--- src/rtl/core/bgvt_pkg.sv ---
// shared types, constants and sine table for the bone group vertex transform
// no dependencies
package bgvt_pkg;

    localparam int SINE_TABLE_SIZE = 2048;
    localparam int QUARTER         = SINE_TABLE_SIZE / 4;
    localparam int TAB_STEP        = 8;
    localparam int TAB_LAST        = QUARTER / TAB_STEP;
    localparam int MUL_A_W         = 20;
    localparam int MUL_B_W         = 18;
    localparam int ACC_W           = MUL_A_W + MUL_B_W + 1;
    localparam logic [63:0] PI_Q60 = 64'h3243F6A8885A308D;

    typedef enum logic [2:0] {
        ACT_ACCUM      = 3'd0,
        ACT_SET_ORIGIN = 3'd1,
        ACT_TRANSLATE  = 3'd2,
        ACT_ROTATE     = 3'd3,
        ACT_SCALE      = 3'd4,
        ACT_ALPHA      = 3'd5
    } action_t;

    typedef enum logic [2:0] {
        ST_IDLE,
        ST_DIV_START,
        ST_DIV_WAIT,
        ST_ROT,
        ST_SCALE,
        ST_OUT
    } state_t;

    typedef struct packed {
        logic en;
        logic load;
        logic sub;
    } mac_ctl_t;

    typedef logic [TAB_LAST:0][16:0] sin_tab_t;

    function automatic logic [63:0] mul_q60(input logic [63:0] a, input logic [63:0] b);
        logic [127:0] p;
        p = {64'd0, a} * {64'd0, b};
        return p[123:60];
    endfunction

    // taylor series in q60, evaluated at elaboration
    function automatic logic [16:0] quarter_sine(input int r);
        logic [63:0] x;
        logic [63:0] x2;
        logic [63:0] term;
        logic [63:0] sum;
        logic        neg;
        logic [63:0] sh;
        neg = 1'b1;
        if (r == 0)
            return 17'd0;
        if (r >= QUARTER)
            return 17'd65536;
        x    = (PI_Q60 / 64'(SINE_TABLE_SIZE / 2)) * 64'(r);
        x2   = mul_q60(x, x);
        term = x;
        sum  = x;
        for (int n = 3; n <= 29; n += 2)
        begin
            term = mul_q60(term, x2) / 64'((n - 1) * n);
            sum  = neg ? sum - term : sum + term;
            neg  = !neg;
        end
        sh = sum >> 44;
        return sh[16:0];
    endfunction

    function automatic sin_tab_t build_sin_tab();
        sin_tab_t t;
        for (int j = 0; j <= TAB_LAST; j++)
        begin
            t[j] = quarter_sine(j * TAB_STEP);
        end
        return t;
    endfunction

    localparam sin_tab_t SIN_TAB = build_sin_tab();

    // sine of angle k*8 table steps
    function automatic logic signed [MUL_B_W-1:0] sin_lookup(input logic [7:0] k);
        logic [16:0]              v;
        logic [6:0]               idx;
        logic signed [MUL_B_W-1:0] sv;
        idx = k[6] ? (7'(TAB_LAST) - {1'b0, k[5:0]}) : {1'b0, k[5:0]};
        v   = SIN_TAB[idx];
        sv  = signed'({1'b0, v});
        return k[7] ? -sv : sv;
    endfunction

endpackage

--- src/rtl/core/bgvt_div.sv ---
// iterative signed-by-unsigned divider, one quotient bit per cycle
// no package dependencies
module bgvt_div #(
    parameter int DW = 13
) (
    input  logic                 clk,
    input  logic                 rst_n,
    input  logic                 start,
    input  logic signed [31:0]   dividend,
    input  logic [DW-1:0]        divisor,
    output logic                 done,
    output logic signed [31:0]   quotient
);

    logic          busy_reg;
    logic          done_reg;
    logic          neg_reg;
    logic [4:0]    cnt_reg;
    logic [DW-1:0] rem_reg;
    logic [31:0]   quo_reg;
    logic [DW:0]   shifted;
    logic [DW:0]   diff;
    logic          ge;

    assign shifted = {rem_reg, quo_reg[31]};
    assign ge      = shifted >= {1'b0, divisor};
    assign diff    = shifted - {1'b0, divisor};

    always_ff @(posedge clk or negedge rst_n)
    begin
        if (!rst_n)
        begin
            busy_reg <= 1'b0;
            done_reg <= 1'b0;
            cnt_reg  <= 5'd0;
        end
        else
        begin
            done_reg <= 1'b0;
            if (start)
            begin
                busy_reg <= 1'b1;
                cnt_reg  <= 5'd0;
            end
            else if (busy_reg)
            begin
                cnt_reg <= cnt_reg + 5'd1;
                if (cnt_reg == 5'd31)
                begin
                    busy_reg <= 1'b0;
                    done_reg <= 1'b1;
                end
            end
        end
    end

    always_ff @(posedge clk)
    begin
        if (start)
        begin
            neg_reg <= dividend[31];
            rem_reg <= '0;
            quo_reg <= dividend[31] ? 32'(-dividend) : 32'(dividend);
        end
        else if (busy_reg)
        begin
            rem_reg <= ge ? diff[DW-1:0] : shifted[DW-1:0];
            quo_reg <= {quo_reg[30:0], ge};
        end
    end

    assign done     = done_reg;
    assign quotient = neg_reg ? -signed'(quo_reg) : signed'(quo_reg);

endmodule

--- src/rtl/core/bgvt_mac.sv ---
// shared multiply-accumulate unit for rotation and scale
// depends on bgvt_pkg
module bgvt_mac (
    input  logic                                    clk,
    input  bgvt_pkg::mac_ctl_t                      ctl,
    input  logic signed [bgvt_pkg::MUL_A_W-1:0]     op_a,
    input  logic signed [bgvt_pkg::MUL_B_W-1:0]     op_b,
    output logic signed [bgvt_pkg::ACC_W-1:0]       acc
);

    logic signed [bgvt_pkg::ACC_W-1:0] acc_reg;
    logic signed [bgvt_pkg::ACC_W-1:0] prod;

    assign prod = bgvt_pkg::ACC_W'(op_a * op_b);

    always_ff @(posedge clk)
    begin
        if (ctl.en)
        begin
            if (ctl.load)
                acc_reg <= prod;
            else if (ctl.sub)
                acc_reg <= acc_reg - prod;
            else
                acc_reg <= acc_reg + prod;
        end
    end

    assign acc = acc_reg;

endmodule

--- src/rtl/core/bone_group_vertex_transform.sv ---
// from accepting edge to out_valid: translate and alpha go straight to the output; scale runs
// a multiply and write-back per axis; rotate turns once per nonzero angle; accumulate gives no
// result; set origin loads args if group empty, else three serial divides, one bit per cycle
// throughput: one transaction at a time; the next is accepted the cycle after the result leaves
// reset: asynchronous active low; sums, count and origin cleared, block idle
// depends on bgvt_pkg, bgvt_div, bgvt_mac
module bone_group_vertex_transform #(
    parameter int MAX_GROUP_VERTICES = 4096
) (
    input  logic               clk,
    input  logic               rst_n,
    input  logic               in_valid,
    output logic               in_stall,
    input  logic [2:0]         action,
    input  logic signed [15:0] vertex_x,
    input  logic signed [15:0] vertex_y,
    input  logic signed [15:0] vertex_z,
    input  logic [7:0]         face_alpha,
    input  logic signed [15:0] arg_one,
    input  logic signed [15:0] arg_two,
    input  logic signed [15:0] arg_three,
    output logic               out_valid,
    input  logic               out_stall,
    output logic signed [15:0] new_x,
    output logic signed [15:0] new_y,
    output logic signed [15:0] new_z,
    output logic [7:0]         new_alpha
);

    localparam int CNT_W = $clog2(MAX_GROUP_VERTICES + 1);
    localparam int AW    = bgvt_pkg::MUL_A_W;
    localparam int BW    = bgvt_pkg::MUL_B_W;

    bgvt_pkg::state_t state_reg, state_next;

    logic signed [31:0] sum_reg [0:2];
    logic [CNT_W-1:0]   cnt_reg;
    logic signed [17:0] origin_reg [0:2];
    logic signed [15:0] arg_reg [0:2];
    logic signed [AW-1:0] dx_reg, dy_reg, dz_reg, na_reg;
    logic [1:0]         rot_reg;
    logic [2:0]         ph_reg;
    logic [1:0]         axis_reg;
    logic signed [15:0] res_reg [0:2];
    logic [7:0]         alpha_reg;

    logic               accept;
    logic               div_start, div_done;
    logic signed [31:0] div_q;
    bgvt_pkg::mac_ctl_t mac_ctl;
    logic signed [AW-1:0] mac_a, rot_a, rot_b, d_axis;
    logic signed [BW-1:0] mac_b, sin_v, cos_v;
    logic signed [bgvt_pkg::ACC_W-1:0] acc, acc_sh16, acc_rnd;
    logic [7:0]         ang;
    logic               plus_form;
    logic signed [AW-1:0] vx_e, vy_e, vz_e;
    logic signed [19:0] alpha_sum;

    assign accept   = in_valid && !in_stall;
    assign in_stall = state_reg != bgvt_pkg::ST_IDLE;

    assign vx_e = AW'(vertex_x);
    assign vy_e = AW'(vertex_y);
    assign vz_e = AW'(vertex_z);
    assign alpha_sum = 20'(signed'({1'b0, face_alpha})) + (20'(arg_one) <<< 3);

    // rotation pair and angle for the current stage: roll, pitch, yaw
    always_comb
    begin
        case (rot_reg)
            2'd0:
            begin
                rot_a = dx_reg; rot_b = dy_reg; ang = arg_reg[2][7:0]; plus_form = 1'b1;
            end
            2'd1:
            begin
                rot_a = dy_reg; rot_b = dz_reg; ang = arg_reg[0][7:0]; plus_form = 1'b0;
            end
            default:
            begin
                rot_a = dx_reg; rot_b = dz_reg; ang = arg_reg[1][7:0]; plus_form = 1'b1;
            end
        endcase
    end

    assign sin_v = bgvt_pkg::sin_lookup(ang);
    assign cos_v = bgvt_pkg::sin_lookup(ang + 8'd64);

    always_comb
    begin
        case (axis_reg)
            2'd0:    d_axis = dx_reg;
            2'd1:    d_axis = dy_reg;
            default: d_axis = dz_reg;
        endcase
    end

    assign acc_sh16 = acc >>> 16;
    assign acc_rnd  = (acc + (acc[bgvt_pkg::ACC_W-1] ? 39'sd127 : 39'sd0)) >>> 7;

    // sequencer
    always_comb
    begin
        state_next = state_reg;
        div_start  = 1'b0;
        mac_ctl    = '0;
        mac_a      = rot_a;
        mac_b      = sin_v;
        case (state_reg)
            bgvt_pkg::ST_IDLE:
            begin
                if (accept)
                begin
                    case (action)
                        bgvt_pkg::ACT_SET_ORIGIN:
                            if (cnt_reg != '0)
                                state_next = bgvt_pkg::ST_DIV_START;
                        bgvt_pkg::ACT_TRANSLATE: state_next = bgvt_pkg::ST_OUT;
                        bgvt_pkg::ACT_ALPHA:     state_next = bgvt_pkg::ST_OUT;
                        bgvt_pkg::ACT_ROTATE:    state_next = bgvt_pkg::ST_ROT;
                        bgvt_pkg::ACT_SCALE:     state_next = bgvt_pkg::ST_SCALE;
                        default:                 state_next = bgvt_pkg::ST_IDLE;
                    endcase
                end
            end
            bgvt_pkg::ST_DIV_START:
            begin
                div_start  = 1'b1;
                state_next = bgvt_pkg::ST_DIV_WAIT;
            end
            bgvt_pkg::ST_DIV_WAIT:
            begin
                if (div_done)
                    state_next = (axis_reg == 2'd2) ? bgvt_pkg::ST_IDLE
                                                    : bgvt_pkg::ST_DIV_START;
            end
            bgvt_pkg::ST_ROT:
            begin
                if (rot_reg == 2'd3)
                    state_next = bgvt_pkg::ST_OUT;
                else if (ang != 8'd0 && ph_reg <= 3'd3)
                begin
                    mac_ctl.en   = 1'b1;
                    mac_ctl.load = !ph_reg[0];
                    case (ph_reg[1:0])
                        2'd0:
                        begin
                            mac_a = plus_form ? rot_b : rot_a;
                            mac_b = plus_form ? sin_v : cos_v;
                        end
                        2'd1:
                        begin
                            mac_a       = plus_form ? rot_a : rot_b;
                            mac_b       = plus_form ? cos_v : sin_v;
                            mac_ctl.sub = !plus_form;
                        end
                        2'd2:
                        begin
                            mac_a = plus_form ? rot_b : rot_a;
                            mac_b = plus_form ? cos_v : sin_v;
                        end
                        default:
                        begin
                            mac_a       = plus_form ? rot_a : rot_b;
                            mac_b       = plus_form ? sin_v : cos_v;
                            mac_ctl.sub = plus_form;
                        end
                    endcase
                end
            end
            bgvt_pkg::ST_SCALE:
            begin
                mac_a = d_axis;
                mac_b = BW'(arg_reg[axis_reg]);
                if (ph_reg[0] == 1'b0)
                begin
                    mac_ctl.en   = 1'b1;
                    mac_ctl.load = 1'b1;
                end
                else if (axis_reg == 2'd2)
                    state_next = bgvt_pkg::ST_OUT;
            end
            bgvt_pkg::ST_OUT:
            begin
                if (!out_stall)
                    state_next = bgvt_pkg::ST_IDLE;
            end
            default: state_next = bgvt_pkg::ST_IDLE;
        endcase
    end

    always_ff @(posedge clk or negedge rst_n)
    begin
        if (!rst_n)
        begin
            state_reg     <= bgvt_pkg::ST_IDLE;
            cnt_reg       <= '0;
            sum_reg[0]    <= '0;
            sum_reg[1]    <= '0;
            sum_reg[2]    <= '0;
            origin_reg[0] <= '0;
            origin_reg[1] <= '0;
            origin_reg[2] <= '0;
            rot_reg       <= '0;
            ph_reg        <= '0;
            axis_reg      <= '0;
        end
        else
        begin
            state_reg <= state_next;
            case (state_reg)
                bgvt_pkg::ST_IDLE:
                begin
                    rot_reg  <= '0;
                    ph_reg   <= '0;
                    axis_reg <= '0;
                    if (accept && action == bgvt_pkg::ACT_ACCUM
                        && cnt_reg < CNT_W'(MAX_GROUP_VERTICES))
                    begin
                        sum_reg[0] <= sum_reg[0] + 32'(vertex_x);
                        sum_reg[1] <= sum_reg[1] + 32'(vertex_y);
                        sum_reg[2] <= sum_reg[2] + 32'(vertex_z);
                        cnt_reg    <= cnt_reg + 1'b1;
                    end
                    if (accept && action == bgvt_pkg::ACT_SET_ORIGIN && cnt_reg == '0)
                    begin
                        origin_reg[0] <= 18'(arg_one);
                        origin_reg[1] <= 18'(arg_two);
                        origin_reg[2] <= 18'(arg_three);
                    end
                end
                bgvt_pkg::ST_DIV_WAIT:
                begin
                    if (div_done)
                    begin
                        origin_reg[axis_reg] <= 18'(32'(arg_reg[axis_reg]) + div_q);
                        axis_reg <= axis_reg + 2'd1;
                        if (axis_reg == 2'd2)
                        begin
                            sum_reg[0] <= '0;
                            sum_reg[1] <= '0;
                            sum_reg[2] <= '0;
                            cnt_reg    <= '0;
                        end
                    end
                end
                bgvt_pkg::ST_ROT:
                begin
                    if (rot_reg != 2'd3)
                    begin
                        if (ang == 8'd0 || ph_reg == 3'd4)
                        begin
                            ph_reg  <= '0;
                            rot_reg <= rot_reg + 2'd1;
                        end
                        else
                            ph_reg <= ph_reg + 3'd1;
                    end
                end
                bgvt_pkg::ST_SCALE:
                begin
                    ph_reg <= {2'b00, !ph_reg[0]};
                    if (ph_reg[0])
                        axis_reg <= axis_reg + 2'd1;
                end
                default: ;
            endcase
        end
    end

    // payload registers
    always_ff @(posedge clk)
    begin
        if (accept)
        begin
            arg_reg[0] <= arg_one;
            arg_reg[1] <= arg_two;
            arg_reg[2] <= arg_three;
            dx_reg <= vx_e - AW'(origin_reg[0]);
            dy_reg <= vy_e - AW'(origin_reg[1]);
            dz_reg <= vz_e - AW'(origin_reg[2]);
            if (action == bgvt_pkg::ACT_ALPHA)
            begin
                res_reg[0] <= '0;
                res_reg[1] <= '0;
                res_reg[2] <= '0;
                if (alpha_sum < 20'sd0)
                    alpha_reg <= 8'd0;
                else if (alpha_sum > 20'sd255)
                    alpha_reg <= 8'd255;
                else
                    alpha_reg <= alpha_sum[7:0];
            end
            else
            begin
                alpha_reg  <= 8'd0;
                res_reg[0] <= vertex_x + arg_one;
                res_reg[1] <= vertex_y + arg_two;
                res_reg[2] <= vertex_z + arg_three;
            end
        end
        else if (state_reg == bgvt_pkg::ST_ROT)
        begin
            if (rot_reg == 2'd3)
            begin
                res_reg[0] <= dx_reg[15:0] + origin_reg[0][15:0];
                res_reg[1] <= dy_reg[15:0] + origin_reg[1][15:0];
                res_reg[2] <= dz_reg[15:0] + origin_reg[2][15:0];
            end
            else if (ang != 8'd0 && ph_reg == 3'd2)
                na_reg <= acc_sh16[AW-1:0];
            else if (ang != 8'd0 && ph_reg == 3'd4)
            begin
                case (rot_reg)
                    2'd0:
                    begin
                        dx_reg <= na_reg; dy_reg <= acc_sh16[AW-1:0];
                    end
                    2'd1:
                    begin
                        dy_reg <= na_reg; dz_reg <= acc_sh16[AW-1:0];
                    end
                    default:
                    begin
                        dx_reg <= na_reg; dz_reg <= acc_sh16[AW-1:0];
                    end
                endcase
            end
        end
        else if (state_reg == bgvt_pkg::ST_SCALE && ph_reg[0])
            res_reg[axis_reg] <= acc_rnd[15:0] + origin_reg[axis_reg][15:0];
    end

    bgvt_div #(
        .DW (CNT_W)
    ) u_div (
        .clk      (clk),
        .rst_n    (rst_n),
        .start    (div_start),
        .dividend (sum_reg[axis_reg]),
        .divisor  (cnt_reg),
        .done     (div_done),
        .quotient (div_q)
    );

    bgvt_mac u_mac (
        .clk  (clk),
        .ctl  (mac_ctl),
        .op_a (mac_a),
        .op_b (mac_b),
        .acc  (acc)
    );

    assign out_valid = state_reg == bgvt_pkg::ST_OUT;
    assign new_x     = res_reg[0];
    assign new_y     = res_reg[1];
    assign new_z     = res_reg[2];
    assign new_alpha = alpha_reg;

endmodule

--- config.mk ---
export PLATFORM = sky130hd
export DESIGN_NAME = bone_group_vertex_transform
export DESIGN_NICKNAME = d
export VERILOG_FILES = /design/src/rtl/core/bgvt_pkg.sv /design/src/rtl/core/bgvt_div.sv /design/src/rtl/core/bgvt_mac.sv /design/src/rtl/core/bone_group_vertex_transform.sv
export SDC_FILE = /design/constraint.sdc
export NUM_CORES = 2
export LEC_CHECK = 0
export ABC_AREA = 1
export BUFFER_PORTS_ARGS = -buffer_cell sky130_fd_sc_hd__buf_2
export CAP_MARGIN = 10
export CORE_ASPECT_RATIO = 1.5
export CORE_MARGIN = 4
export CORE_UTILIZATION = 30
export CTS_CLUSTER_SIZE = 40
export DETAILED_ROUTE_END_ITERATION = 16
export SLEW_MARGIN = 15
export SYNTH_ARGS = -nofsm -noshare
export SYNTH_HDL_FRONTEND = slang
export SYNTH_SLANG_ARGS = --single-unit
export TNS_END_PERCENT = 20
--- constraint.sdc ---
create_clock -name clk -period 11.1 [get_ports clk]
set_input_delay 1.11 -clock clk [delete_from_list [all_inputs] [get_ports clk]]
set_output_delay 1.11 -clock clk [all_outputs]
set_load 0.005 [all_outputs]
==> run metrics <==
status=finished with violations; failing checks=setup timing; RR Startpoint=rot_reg[0]; CP Class=register to register; Mapped Cells=7,992; commonest non-fill, non-tap cells in the layout=1,791 x nand2_1, 1,211 x inv_1, 930 x buf_4, 562 x o21ai_0, 546 x a21oi_1; share of flip-flops with an asynchronous set or reset=0.401; Vias=60,100; first-pass GRT wire length=362,000 um; CTS Buf Count=54; sequential fraction of the synthesis area=0.218; Worst setup EP type=register; layout net count=9,966; Worst setup SP type=register; Worst Hold Class=input port to asynchronous set/reset pin; Root Buffer=clkbuf_16; Critical Path Most Common Cell=inv_1; RSZ-0062 raised after global routing=true; post-synth cell types=72; Longest Clk Path Bufs=3; hold slack=0.499 ns; HPWL after DPL=198,000 um; CTS clk-pin slew, worst paths=0.07 ns; Ports=169; WL per Instance=21.3 um; Post-synth EDFFs=256; area grow syn2layout=28.5%; Synth Warn #=0; Reg2Reg Setup Slack=-0.29 ns; CP max FO=6; fin crit share=1.03; top_reg_cell synth=edfxtp_1; # rows=195; Starting Density=0.303; FF-to-FF End=u_mac.acc[38]; die area=198,000 um^2; input/output buffers=168; ANT nets after route=0; FF-to-FF path depth=73; drt pass-1 iters=6; initial antenna violation count=6; post-DR vias/cell=5.22; Max Fclk=0.0878 GHz; fin crit period=11.39 ns; Worst Tran Pin Value=1.39 ns; Die Wd=364 um; CTS tree=built; grt total ovfl=0; clk sinks=449; commonest non-fill, non-tap cell in the layout=nand2_1; Iteration-0 DRC Markers=5,178; Seq cells post-synth=449; Max-slew headroom=0.0718; met1 Resource Use GR=0.275; Final WS setup=-0.288 ns; Post-Synthesis Mean Instance Area=7.15 um^2; Mapped Area=57,100 um^2; Fin. Hold Viols=0; Final Setup Violations=12; CTS H-tree lvls=2; die span in y=543 um; largest net degree at the start of global routing=71; slowest CP cell=fa_1; GR Layer Usage met2=0.414; GRT Max-Usage Layer=met2; Residual DRC=0; Worst path max stage delay=0.55 ns; Max Cap Violations=0; Max Slew Vio Count=0; gr usage total=0.239; met3 Use GR=0.0332; share of cells above drive strength 1=0.214; clk_skew=0.0295 ns; CP Data Required Time=11.50 ns; CP arrival=11.78 ns; GPL Wtd Cong=1.01; Fill cells=19,500; vias in the first global route=59,800; DRT Wirelength=246,000 um; core area=189,000 um^2; max reg flops=96; Post-Syn Nets=8,952; clk_lat worst skew=0.67 ns
[layout make-up]
cell class,count,area [um^2],area share
well taps,2462,3080,0.0420
flip-flops and latches,449,12500,0.170
diodes,3,7.51,0.000102
multi-input cells,6004,41600,0.566
clock inverters,37,447,0.00608
clock buffers,64,1400,0.0191
inverters,1289,4860,0.0662
repair buffers,1208,9600,0.131
[how the worst max path moves through the flow]
stage	from	end	slack, ns	depth (start not counted)
after global routing	rot_reg[0]	u_mac.acc[38]	-0.84	72
final	rot_reg[0]	u_mac.acc[38]	-0.29	73
after floorplan	rot_reg[0]	u_mac.acc[38]	0.02	70
after CTS	rot_reg[0]	u_mac.acc[38]	-0.18	74
after detailed placement	rot_reg[1]	u_mac.acc[34]	-1.08	68
after global placement	rot_reg[1]	u_mac.acc[34]	-1.10	68
[cell families (layout without fill, tap and decap cells)]
logic type,after synthesis,count (layout),share of synthesized area
compound gates,1675,1675,0.167
flops,449,449,0.218
xor+xnor,270,270,0.0415
fa+ha+maj,849,849,0.236
mux,2,2,0.000350
simple gates,3207,3208,0.233
other cells,0,3,0
buf+inv,1540,2598,0.105
[cell usage after synthesis, drive strengths merged, types with 7 or more instances]
cell     number  area (um^2)
o21bai       26          195
nor4         14         87.6
nor2        637         2500
buf         100          566
clkinv       16         60.1
dfrtp       180         4500
o21a         40          300
o2111ai      12          105
nand3       400         2090
xor2        180         1580
ha          470         5880
o311ai       16          140
fa          379         7590
xnor2        90          788
and2          8         50.1
o31ai        24          180
a31oi        43          269
edfxtp      256         7690
o211ai       56          420
a221oi        7         61.3
clkbuf      151          567
nand2      1954         7420
nor3         89          445
a21oi       603         3030
a22oi        64          480
dfxtp        13          260
a21boi       25          188
o22ai        43          269
nand3b       14          116
o221ai       44          385
or2          32          200
nand4        51          334
a21o         18          135
inv        1273         4780
o21ai       627         3160
[stage by stage]
step | util | TNS, ns | worst slack (ns) | cell area, um^2 | instances
2_1_floorplan | - | 0 | 0.0244 | 57200 | 7992
3_3_place_gp | 0.356 | -15.40 | -1.10 | 67300 | 11300
3_5_place_dp | 0.356 | -16.41 | -1.08 | 67300 | 11300
4_1_cts | 0.381 | -0.748 | -0.182 | 71900 | 11500
5_1_grt | 0.389 | -12.27 | -0.838 | 73400 | 11500
6_report | 0.389 | -1.74 | -0.288 | 73400 | 11500
[worst max-delay path, delay by kind of cell (launching register included)]
family	cells	cell delay, ns
compound gates	4	0.39
xor+xnor	3	0.47
fa+ha+maj	11	4.24
simple gates	34	3.40
flops	1	0.38
buf+inv	21	2.22
[repair_timing]
action,in CTS,in global routing
gates resized for setup,462,261
buffers inserted,99,46
pin swaps,172,187
gates cloned,1,5
setup endpoints to repair,24,25
hold buffers,0,0
hold endpoints to repair,0,0
[layer usage]
layer	vias up	part of all wire
met5	-	0.00022
met4	8	0.082
met3	644	0.068
met2	2266	0.48
met1	29000	0.37
li1	28200	-
Power is left out: the tool's default activity adds up to more than one toggle a clock period on the data nets, which glitch-free logic cannot reach.
